### src/rtl/scfr_pkg.sv
// ----------------------------------------------------------------------------
// scfr_pkg
// Shared types and constants of the serial command frame receiver.
// ----------------------------------------------------------------------------
package scfr_pkg;

   localparam int PAYLOAD_DEPTH_DEF = 64;
   localparam int BYTE_W            = 8;

   localparam logic [BYTE_W-1:0] SYNC_DOLLAR = 8'h24;
   localparam logic [BYTE_W-1:0] SYNC_M      = 8'h4D;
   localparam logic [BYTE_W-1:0] SYNC_LT     = 8'h3C;

   typedef struct packed {
      logic [BYTE_W-1:0] cmd;
      logic [BYTE_W-1:0] size;
   } desc_type;

   typedef struct packed {
      logic              en;
      logic [BYTE_W-1:0] data;
   } mem_wr_type;

endpackage

### src/rtl/scfr_front.sv
// ----------------------------------------------------------------------------
// scfr_front
// Frame parser: tracks the header, stores payload bytes into the free bank
// of the payload buffer and queues a descriptor when the checksum matches.
// ----------------------------------------------------------------------------
module scfr_front #(
   parameter int PAYLOAD_DEPTH = scfr_pkg::PAYLOAD_DEPTH_DEF,
   parameter int SZ_W          = $clog2(PAYLOAD_DEPTH + 1),
   parameter int AW            = (PAYLOAD_DEPTH > 1) ? $clog2(PAYLOAD_DEPTH) : 1
) (
   input  logic                      clock,
   input  logic                      reset,
   input  logic                      req_tvalid,
   output logic                      req_tready,
   input  logic [7:0]                req_tdata,
   input  logic                      q_full,
   output logic                      q_push,
   output scfr_pkg::desc_type        q_desc,
   output scfr_pkg::mem_wr_type      mem_wr,
   output logic [AW:0]               mem_wr_addr
);
   import scfr_pkg::*;

   localparam logic [2:0] PH_IDLE   = 3'd0;
   localparam logic [2:0] PH_DOLLAR = 3'd1;
   localparam logic [2:0] PH_M      = 3'd2;
   localparam logic [2:0] PH_ARROW  = 3'd3;
   localparam logic [2:0] PH_SIZE   = 3'd4;
   localparam logic [2:0] PH_BODY   = 3'd5;

   logic [2:0]        phase_ff, phase_in;
   logic [SZ_W-1:0]   size_ff, size_in;
   logic [SZ_W-1:0]   fill_ff, fill_in;
   logic [BYTE_W-1:0] cmd_ff, cmd_in;
   logic [BYTE_W-1:0] xor_ff, xor_in;
   logic              bank_ff, bank_in;
   logic              accept;
   logic              body_store;

   assign req_tready = (phase_ff != PH_BODY) || !q_full;
   assign accept     = req_tvalid && req_tready;
   assign body_store = (phase_ff == PH_BODY) && (fill_ff < size_ff);

   assign mem_wr.en    = accept && body_store;
   assign mem_wr.data  = req_tdata;
   assign mem_wr_addr  = {bank_ff, fill_ff[AW-1:0]};

   assign q_push      = accept && (phase_ff == PH_BODY) && !body_store &&
                        (xor_ff == req_tdata);
   assign q_desc.cmd  = cmd_ff;
   assign q_desc.size = BYTE_W'(size_ff);

   always_comb begin
      phase_in = phase_ff;
      size_in  = size_ff;
      fill_in  = fill_ff;
      cmd_in   = cmd_ff;
      xor_in   = xor_ff;
      bank_in  = bank_ff ^ q_push;
      if (accept) begin
         case (phase_ff)
            PH_IDLE: begin
               phase_in = (req_tdata == SYNC_DOLLAR) ? PH_DOLLAR : PH_IDLE;
            end
            PH_DOLLAR: begin
               phase_in = (req_tdata == SYNC_M) ? PH_M : PH_IDLE;
            end
            PH_M: begin
               phase_in = (req_tdata == SYNC_LT) ? PH_ARROW : PH_IDLE;
            end
            PH_ARROW: begin
               if ({1'b0, req_tdata} > 9'(PAYLOAD_DEPTH)) begin
                  phase_in = PH_IDLE;
               end else begin
                  size_in  = SZ_W'(req_tdata);
                  fill_in  = '0;
                  xor_in   = req_tdata;
                  phase_in = PH_SIZE;
               end
            end
            PH_SIZE: begin
               cmd_in   = req_tdata;
               xor_in   = xor_ff ^ req_tdata;
               phase_in = PH_BODY;
            end
            PH_BODY: begin
               if (body_store) begin
                  xor_in  = xor_ff ^ req_tdata;
                  fill_in = fill_ff + 1'b1;
               end else begin
                  phase_in = PH_IDLE;
               end
            end
            default: begin
               phase_in = PH_IDLE;
            end
         endcase
      end
   end

   always_ff @(posedge clock) begin
      if (reset) begin
         phase_ff <= PH_IDLE;
         size_ff  <= '0;
         fill_ff  <= '0;
         cmd_ff   <= '0;
         xor_ff   <= '0;
         bank_ff  <= 1'b0;
      end else begin
         phase_ff <= phase_in;
         size_ff  <= size_in;
         fill_ff  <= fill_in;
         cmd_ff   <= cmd_in;
         xor_ff   <= xor_in;
         bank_ff  <= bank_in;
      end
   end

   a_stall_only_in_body: assert property (@(posedge clock) disable iff (reset)
      !req_tready |-> (phase_ff == PH_BODY))
      else $error("front stalled outside payload phase");

   a_fill_bounded: assert property (@(posedge clock) disable iff (reset)
      (phase_ff == PH_BODY) |-> (fill_ff <= size_ff))
      else $error("payload fill passed declared size");

   a_push_ends_frame: assert property (@(posedge clock) disable iff (reset)
      q_push |=> (phase_ff == PH_IDLE))
      else $error("frame not closed after descriptor push");

endmodule

### src/rtl/scfr_queue.sv
// ----------------------------------------------------------------------------
// scfr_queue
// Two-entry descriptor queue between parser and drain, one entry per bank.
// ----------------------------------------------------------------------------
module scfr_queue (
   input  logic                clock,
   input  logic                reset,
   input  logic                push,
   input  scfr_pkg::desc_type  push_desc,
   input  logic                pop,
   output logic                full,
   output logic                empty,
   output scfr_pkg::desc_type  head_desc
);
   import scfr_pkg::*;

   desc_type   entry_ff [2];
   logic       wr_ptr_ff, rd_ptr_ff;
   logic [1:0] count_ff, count_in;

   assign full      = count_ff[1];
   assign empty     = (count_ff == 2'd0);
   assign head_desc = entry_ff[rd_ptr_ff];

   always_comb begin
      count_in = count_ff;
      case ({push, pop})
         2'b10:   count_in = count_ff + 2'd1;
         2'b01:   count_in = count_ff - 2'd1;
         default: count_in = count_ff;
      endcase
   end

   always_ff @(posedge clock) begin
      if (push) begin
         entry_ff[wr_ptr_ff] <= push_desc;
      end
   end

   always_ff @(posedge clock) begin
      if (reset) begin
         wr_ptr_ff <= 1'b0;
         rd_ptr_ff <= 1'b0;
         count_ff  <= 2'd0;
      end else begin
         wr_ptr_ff <= wr_ptr_ff ^ push;
         rd_ptr_ff <= rd_ptr_ff ^ pop;
         count_ff  <= count_in;
      end
   end

   a_no_overflow: assert property (@(posedge clock) disable iff (reset)
      push |-> !full)
      else $error("descriptor pushed into full queue");

   a_no_underflow: assert property (@(posedge clock) disable iff (reset)
      pop |-> !empty)
      else $error("descriptor popped from empty queue");

   a_count_bounded: assert property (@(posedge clock) disable iff (reset)
      count_ff != 2'd3)
      else $error("queue count out of range");

endmodule

### src/rtl/scfr_back.sv
// ----------------------------------------------------------------------------
// scfr_back
// Frame drain: holds the two-bank payload buffer and walks each queued frame,
// one word per cycle when not stalled, via a read stage and output register.
// ----------------------------------------------------------------------------
module scfr_back #(
   parameter int PAYLOAD_DEPTH = scfr_pkg::PAYLOAD_DEPTH_DEF,
   parameter int SZ_W          = $clog2(PAYLOAD_DEPTH + 1),
   parameter int AW            = (PAYLOAD_DEPTH > 1) ? $clog2(PAYLOAD_DEPTH) : 1
) (
   input  logic                 clock,
   input  logic                 reset,
   input  scfr_pkg::mem_wr_type mem_wr,
   input  logic [AW:0]          mem_wr_addr,
   input  logic                 q_empty,
   input  scfr_pkg::desc_type   q_head,
   output logic                 q_pop,
   output logic                 rsp_tvalid,
   input  logic                 rsp_tready,
   output logic [31:0]          rsp_tdata,
   output logic [0:0]           rsp_tuser,
   output logic                 rsp_tlast
);
   import scfr_pkg::*;

   localparam int MEM_DEPTH = 2 ** (AW + 1);

   logic [BYTE_W-1:0] mem_ff [MEM_DEPTH];
   logic [BYTE_W-1:0] rd_data_ff;

   logic [SZ_W-1:0]   idx_ff, idx_in;
   logic              bank_ff;

   logic              s1_valid_ff, s1_has_ff, s1_last_ff;
   logic [BYTE_W-1:0] s1_cmd_ff;
   logic [6:0]        s1_len_ff;
   logic [5:0]        s1_idx_ff;

   logic              out_valid_ff, out_has_ff, out_last_ff;
   logic [BYTE_W-1:0] out_cmd_ff, out_data_ff;
   logic [6:0]        out_len_ff;
   logic [5:0]        out_idx_ff;

   logic              advance, issue, has, last;
   logic [AW:0]       rd_addr;

   assign advance = !out_valid_ff || rsp_tready;
   assign issue   = advance && !q_empty;
   assign has     = (q_head.size != '0);
   assign last    = !has || ((BYTE_W'(idx_ff) + 8'd1) == q_head.size);
   assign q_pop   = issue && last;
   assign rd_addr = {bank_ff, idx_ff[AW-1:0]};
   assign idx_in  = q_pop ? '0 : idx_ff + 1'b1;

   always_ff @(posedge clock) begin
      if (mem_wr.en) begin
         mem_ff[mem_wr_addr] <= mem_wr.data;
      end
      if (issue) begin
         rd_data_ff <= mem_ff[rd_addr];
      end
   end

   always_ff @(posedge clock) begin
      if (issue) begin
         s1_cmd_ff  <= q_head.cmd;
         s1_len_ff  <= 7'(q_head.size);
         s1_has_ff  <= has;
         s1_idx_ff  <= 6'(idx_ff);
         s1_last_ff <= last;
      end
      if (advance) begin
         out_cmd_ff  <= s1_cmd_ff;
         out_len_ff  <= s1_len_ff;
         out_has_ff  <= s1_has_ff;
         out_idx_ff  <= s1_has_ff ? s1_idx_ff : 6'd0;
         out_data_ff <= s1_has_ff ? rd_data_ff : 8'd0;
         out_last_ff <= s1_last_ff;
      end
   end

   always_ff @(posedge clock) begin
      if (reset) begin
         idx_ff       <= '0;
         bank_ff      <= 1'b0;
         s1_valid_ff  <= 1'b0;
         out_valid_ff <= 1'b0;
      end else begin
         if (issue) begin
            idx_ff <= idx_in;
         end
         bank_ff <= bank_ff ^ q_pop;
         if (advance) begin
            s1_valid_ff  <= issue;
            out_valid_ff <= s1_valid_ff;
         end
      end
   end

   assign rsp_tvalid = out_valid_ff;
   assign rsp_tdata  = {3'b000, out_data_ff, out_idx_ff, out_len_ff, out_cmd_ff};
   assign rsp_tuser  = out_has_ff;
   assign rsp_tlast  = out_last_ff;

   a_empty_frame_word: assert property (@(posedge clock) disable iff (reset)
      (rsp_tvalid && !out_has_ff) |-> (out_last_ff && (out_idx_ff == 6'd0) &&
                                      (out_data_ff == 8'd0)))
      else $error("empty-frame word malformed");

   a_index_bounded: assert property (@(posedge clock) disable iff (reset)
      (issue && has) |-> (BYTE_W'(idx_ff) < q_head.size))
      else $error("drain index beyond frame size");

   a_stage_held: assert property (@(posedge clock) disable iff (reset)
      !advance |=> $stable(s1_valid_ff) && $stable(idx_ff))
      else $error("read stage moved under output stall");

endmodule

### src/rtl/serial_command_frame_receiver_unit.sv
// ----------------------------------------------------------------------------
// serial_command_frame_receiver_unit
// Deframer for '$' 'M' '<' size command payload checksum frames (XOR sum).
// ----------------------------------------------------------------------------
// One received byte is taken per cycle unless the input stalls. Payload bytes
// go into one of two buffer banks; a frame whose checksum matches is queued
// and drained as one result word per payload byte (or a single no-data word
// for an empty frame), one word per cycle while rsp_tready is high. The
// input stalls only on payload and checksum bytes while both banks hold
// frames still waiting to drain, so the buffer's single write and read ports
// set these rates. Bad checksums, oversized frames and stray bytes produce no
// output. The buffer needs no clearing after reset.
module serial_command_frame_receiver_unit #(
   parameter int PAYLOAD_DEPTH = scfr_pkg::PAYLOAD_DEPTH_DEF
) (
   input  logic        clock,
   input  logic        reset,
   input  logic        req_tvalid,
   output logic        req_tready,
   input  logic [7:0]  req_tdata,   // [7:0] rx_byte
   output logic        rsp_tvalid,
   input  logic        rsp_tready,
   output logic [31:0] rsp_tdata,   // [7:0] command_code, [14:8] frame_length,
                                    // [20:15] byte_index, [28:21] payload_byte
   output logic [0:0]  rsp_tuser,   // [0] has_data
   output logic        rsp_tlast
);
   import scfr_pkg::*;

   localparam int SZ_W = $clog2(PAYLOAD_DEPTH + 1);
   localparam int AW   = (PAYLOAD_DEPTH > 1) ? $clog2(PAYLOAD_DEPTH) : 1;

   logic       q_full, q_empty, q_push, q_pop;
   desc_type   q_desc, q_head;
   mem_wr_type mem_wr;
   logic [AW:0] mem_wr_addr;

   scfr_front #(
      .PAYLOAD_DEPTH (PAYLOAD_DEPTH),
      .SZ_W          (SZ_W),
      .AW            (AW)
   ) u_front (
      .clock       (clock),
      .reset       (reset),
      .req_tvalid  (req_tvalid),
      .req_tready  (req_tready),
      .req_tdata   (req_tdata),
      .q_full      (q_full),
      .q_push      (q_push),
      .q_desc      (q_desc),
      .mem_wr      (mem_wr),
      .mem_wr_addr (mem_wr_addr)
   );

   scfr_queue u_queue (
      .clock     (clock),
      .reset     (reset),
      .push      (q_push),
      .push_desc (q_desc),
      .pop       (q_pop),
      .full      (q_full),
      .empty     (q_empty),
      .head_desc (q_head)
   );

   scfr_back #(
      .PAYLOAD_DEPTH (PAYLOAD_DEPTH),
      .SZ_W          (SZ_W),
      .AW            (AW)
   ) u_back (
      .clock       (clock),
      .reset       (reset),
      .mem_wr      (mem_wr),
      .mem_wr_addr (mem_wr_addr),
      .q_empty     (q_empty),
      .q_head      (q_head),
      .q_pop       (q_pop),
      .rsp_tvalid  (rsp_tvalid),
      .rsp_tready  (rsp_tready),
      .rsp_tdata   (rsp_tdata),
      .rsp_tuser   (rsp_tuser),
      .rsp_tlast   (rsp_tlast)
   );

endmodule

### config.mk
export PLATFORM = sky130hd
export DESIGN_NAME = serial_command_frame_receiver_unit
export DESIGN_NICKNAME = d
export VERILOG_FILES = /design/src/rtl/scfr_pkg.sv /design/src/rtl/scfr_front.sv /design/src/rtl/scfr_queue.sv /design/src/rtl/scfr_back.sv /design/src/rtl/serial_command_frame_receiver_unit.sv
export SDC_FILE = /design/constraint.sdc
export NUM_CORES = 1
export LEC_CHECK = 0
export BUFFER_PORTS_ARGS = -buffer_cell sky130_fd_sc_hd__buf_2
export CORE_AREA = 3 3 433 435
export CTS_CLUSTER_DIAMETER = 100
export CTS_CLUSTER_SIZE = 30
export DETAILED_ROUTE_END_ITERATION = 8
export DIE_AREA = 0 0 436 438
export GPL_ROUTABILITY_DRIVEN = 1
export SYNTH_ARGS = -nofsm -noshare
export SYNTH_HDL_FRONTEND = slang
export SYNTH_HIERARCHICAL = 1
export SYNTH_SLANG_ARGS = --single-unit
### constraint.sdc
create_clock -name clock -period 4.3 [get_ports clock]
set_input_delay 0.645 -clock clock [delete_from_list [all_inputs] [get_ports clock]]
set_output_delay 0.645 -clock clock [all_outputs]
set_load 0.02 [all_outputs]
[Word level (Yosys, flattened, before mapping)]
Memory sizes are Yosys's and may differ from the RTL's. A register that Yosys moved wholly into a read port is not among the register bits.
Cells that the tools add are included.
Word-level totals
  word-level logic and storage cells: 101
  bits of input ports: 12
  RAM bits: 1054
  memories kept: 2
  flip-flop bits (word level): 102
Cells by class
  muxes and demuxes: 19
  reductions and logical operators: 27
  eq/ne operators: 16
  add/subtract/negate cells: 5
  magnitude comparators: 2
  bitwise operators: 6
Memory list
  u_back.mem_ff: words 128, width 8, read ports 1, clocked after Yosys merged registers in 1, write ports 1, line scfr_back.sv:28  | logic [BYTE_W-1:0] mem_ff [MEM_DEPTH];
  u_queue.entry_ff: words 2, width 15, read ports 1, clocked after Yosys merged registers in 1, write ports 1, line scfr_queue.sv:17  | desc_type entry_ff [2];
Operators with widths (number)
  $pmux W8 S3: 1
  $mux W7: 3
  $pmux W3 S6: 1
  $eq A8 B6 Y1 const B: 2
  $eq A8 B8 Y1: 2
  $mux W8: 2
  $add A7 B1 Y7 const B: 2
  $pmux W7 S2: 1
  $add A7 B1 Y8 const B: 1
  $eq A8 B7 Y1 const B: 1
  $gt A8 B7 Y1 const B: 1
  $logic_and A1 B1 Y1: 8
  $reduce_and A4 Y1: 2
  $reduce_bool A8 Y1: 1
  $xor A8 B8 Y8: 1
  $lt A7 B7 Y1: 1
  $eq A3 B2 Y1 const B: 2
  $eq A3 B3 Y1 const B: 2
  $mux W1: 6
  $mux W3: 2
  $logic_not A1 Y1: 5
  $mux W2: 2
  $ne A2 B2 Y1 const B: 2
  $pmux W2 S2: 1
  16 further kinds: 23

[Logic depth before layout (Yosys ltp)]
  depth in word-level cells: 8
  gate-level depth with buffers: 12
  depth with buffers taken out: 11

[By module]
The synthesis kept the hierarchy.
By module, submodules not included
  scfr_back: cells each 2047, sequential area each 32811.5 µm², instances 1, area an instance 42504.5 µm²
  scfr_front: cells each 257, sequential area each 680.7 µm², instances 1, area an instance 2128.3 µm²
  scfr_queue: cells each 69, sequential area each 1041.0 µm², instances 1, area an instance 1336.3 µm²

[Least setup slack after synthesis]
Ideal clock, no wire load.
  path type: input -> register
  start: in rsp_tready
  end: reg u_queue.count_ff[1]
  setup time: 0.070 ns
  path buffers: 2
  stages on the path: 8
  arrival: 3.121 ns
  path slack: 1.109 ns
  cells stage by stage: nor2b_1 clkbuf_1 nor2_1 clkbuf_1 and2_1 ha_1 or3_1 a21oi_1
Between the ends
  cells in the longest elaborated chain, start to end: 5
  elaborated cells on any way between the ends: 7
  those cells by class: eq/ne: 2; mux: 1; reduce/logical: 4
RTL lines
  from (decl): line serial_command_frame_receiver_unit.sv:22  | input logic rsp_tready,
  $logic_or A1 B1 Y1 (*): line scfr_back.sv:47  | assign advance = !out_valid_ff || rsp_tready;
  $logic_and A1 B1 Y1 (*): line scfr_back.sv:48  | assign issue = advance && !q_empty;
  named net u_back.issue: line scfr_back.sv:44  | logic advance, issue, has, last;
  $logic_and A1 B1 Y1 (*): line scfr_back.sv:51  | assign q_pop = issue && last;
  named net q_pop: line serial_command_frame_receiver_unit.sv:33  | logic q_full, q_empty, q_push, q_pop;
  $eq A2 B1 Y1 / $eq A2 B2 Y1 (equally long branches): line scfr_queue.sv:27  | case ({push, pop})
  $pmux W2 S2 / $reduce_bool A2 Y1 (equally long branches)
  to (signal assigned): line scfr_queue.sv:48  | count_ff <= count_in;
  to (decl): line scfr_queue.sv:19  | logic [1:0] count_ff, count_in;
Mark *: on every way through the listed nets, which the timed path passes. The rest lies on a longest branch.
A chain may end at the register's enable or synchronous reset.

==> out/metrics.yaml <==
status: "complete, no violations"
ioPinCount: 48
power_mw: 18.0
relSlewSlack: 0.249
die_h_um: 438
holdWs_ps: 327
dpl.cell_count: 4843
via_per_inst: 4.59
syn2layout_area_growth_pct: 10.5
end_kind: "flop"
fin_ws_ps: 509
via_count: 22500
min_period_over_period: 0.882
utilization: 0.277
crit_type: "flop to flop"
synth_cell_type_count: 74
rrSetupSlack_ps: 510
drt-pass1-iter-count: 6
hold_viol: 0
cts_sinks: 1166
grt_max_degree: 131
worst-path-max-fanout: 8
p_int_mw: 14.5
reg2reg_depth: 10
comb_power_share: 0.016
clk_pin_slew_worst_paths_ps: 110
nets: 2449
synth.ff_latch_count: 1166
layout_min_cycle_time_ps: 3790
cp-startpoint: "u_front/size_ff[2]"
avgSynthCellArea_um2: 19.4
rows: 157
drtIter0Drc: 2428
place_area_mm2: 0.0495
fmax_mhz: 264
synth_seq_area_share: 0.751
reg2reg_from: "u_front/size_ff[2]"
synthFlopType: "edfxtp_1"
synth_warnings: 6
cts.path.max_buffers: 3
wl_per_cell_um: 21.9
ir_drop_mv: 0.268
r2r-end: "u_back/mem_ff[58][3]"
core_area_mm2: 0.183
dieArea_mm2: 0.191
die-width_um: 436
p_seq_frac: 0.689
preCtsSetupSlack_ps: 531
startpoint_type: "flop"
drc: 0
cts_resized: 0
syn_area_mm2: 0.0460
p_leak_nw: 14.8
drt-total-wl_mm: 108
p_clk_frac: 0.295
ant_nets: 0
cts_root_buf: "clkbuf_16"
final_cells: 4913
power_per_cell_area_mw_per_mm2: 355
grt_pass1_wl_mm: 158
syn_inst: 2373
grt_pass1_vias: 22500
fin_skew_ps: 34.7
cts_setup_buffers: 0
port_buffers: 44
gp_congestion: 0.821
worstSkewPairLatency_ps: 650
numCtsBuffers: 45
critPathRequiredTime_ps: 4560
synthArstFlopShare: 0
drv_slew: 0
overflow: 0
finalInstanceArea_mm2: 0.0508
p_switching_mw: 3.52
setup-tns-final_ps: 0
hp-class: "primary input to flop"
htreeDepth: 2
initial_core_util: 0.251
layout-drive-gt1-share: 0.202
rsz0062_at_grt: "false"
p_sw_frac: 0.195
worstMarginPinSlew_ps: 1130
cap_violations: 0
critPathArrivalTime_ps: 4050
tritoncts: "yes"
grtUsageTotal: 0.110
synth_edf_count: 1118
finalSetupViolCount: 0
dpl.hpwl_mm: 67.5
critical_path.endpoint: "u_back/mem_ff[58][3]"
ctsHoldBuffers: 0
antenna_found_initial: 1
## kinds of logic after synthesis
family | Yosys count | synth area share
DFF | 1166 | 0.751
and+or+nand+nor | 420 | 0.0443
muxes | 363 | 0.145
AOI/OAI and AO/OA | 220 | 0.0344
buffers and inverters | 170 | 0.0182
xor gates and xnor gates | 21 | 0.00400
adders and majority gates | 11 | 0.00299
other | 2 | 0.000163
## flip-flops by register name, summed over array words and instances, names as in the netlist, 2 cells and up
name / count
u_back/idx_ff: 7
u_back/mem_ff: 1024
u_back/out_cmd_ff: 8
u_back/out_data_ff: 8
u_back/out_idx_ff: 6
u_back/out_len_ff: 7
u_back/rd_data_ff: 8
u_back/s1_cmd_ff: 8
u_back/s1_idx_ff: 6
u_back/s1_len_ff: 7
u_front/cmd_ff: 8
u_front/fill_ff: 7
u_front/phase_ff: 3
u_front/size_ff: 7
u_front/xor_ff: 8
u_queue/count_ff: 2
u_queue/entry_ff: 32
## power groups by stage
stage          Sequential, mW  Clock, mW  Combinational, mW
2_1_floorplan            12.7          0              0.145
3_5_place_dp             12.7          0              0.291
5_1_grt                  12.4       5.88              0.307
3_3_place_gp             12.7          0              0.285
4_1_cts                  12.4       5.49              0.288
6_report                 12.4       5.32              0.283
## cell usage in the layout (no fill, tap or decap), types with 11 or more instances in the layout
cell type / instances
a211oi_1: 15
a21oi_1: 33
a221oi_1: 17
a22oi_1: 22
and2_1: 19
buf_2: 36
buf_4: 110
clkbuf_1: 16
clkbuf_16: 47
dfxtp_1: 44
edfxtp_1: 1118
ha_1: 11
inv_1: 17
mux2_2: 32
mux2i_1: 93
mux4_2: 238
nand2_1: 71
nand2b_1: 17
nand3_1: 22
nand3b_1: 11
nand4_1: 11
nor2_1: 170
nor2b_1: 24
nor3_1: 23
nor4_1: 18
o211ai_1: 26
o21ai_0: 15
o22ai_1: 31
xor2_1: 13
## critical path: stages, from the launching register on
cell and delay (ps):
dfxtp_1 380, inv_1 60, ha_1 310, a21o_1 190, a31oi_2 290, o21a_1 200, nand2_1 110, inv_1 280
nor2b_1 320, nand2_1 490, nor2_1 790
## worst min path at each step
stage	cells past startpoint	end	from	slack, ps
detailed placement	0	u_back/out_len_ff[1]	u_back/s1_len_ff[1]	400
finish	3	u_front/phase_ff[0]	req_tvalid	330
floorplan	0	u_back/out_cmd_ff[0]	u_back/s1_cmd_ff[0]	400
global placement	0	u_back/out_len_ff[2]	u_back/s1_len_ff[2]	400
global route	3	u_front/phase_ff[0]	req_tvalid	310
CTS	3	u_front/phase_ff[0]	req_tvalid	280
## routing by layer
| metal | vias up | part of all wire | GRT usage |
|---|---|---|---|
| met1 | 12000 | 0.44 | 0.154 |
| met2 | 749 | 0.47 | 0.174 |
| met5 | - | 0 | 0 |
| li1 | 9691 | - | - |
| met3 | 111 | 0.068 | 0.0211 |
| met4 | 0 | 0.024 | 0.0284 |
## cell usage after synthesis, drive strengths merged, types with 5 or more instances
master	instances	area, µm²
nand2	71	267
xor2	13	114
a2111oi	7	61.3
a21oi	33	165
ha	11	138
o21bai	5	37.5
dfxtp	48	961
a22oi	22	165
a32oi	7	61.3
nand2b	17	106
a221oi	17	149
mux4	238	5360
o21ai	19	95.1
clkbuf	58	219
mux2i	93	931
o31ai	5	51.3
nand3b	11	82.6
mux2	32	360
xnor2	8	70.1
nor2b	24	150
or3	6	37.5
and2	19	119
o221ai	5	43.8
nand4	12	81.3
a211oi	15	113
inv	19	71.3
nand3	22	110
nor4	18	113
edfxtp	1118	33600
buf	92	541
nor3	24	125
nor2	172	646
o22ai	31	194
o211ai	26	195
## layout make-up
cell class              count  area, µm²
diodes                      2       5.00
multi-input cells        1039      10600
well taps                2464       3080
fillers                 18200     133000
repair buffers            154       1170
flip-flops and latches   1166      34500
clock buffers              63       1240
clock inverters             5       48.8
inverters                  20       75.1
(Power assumes the default switching activity.)
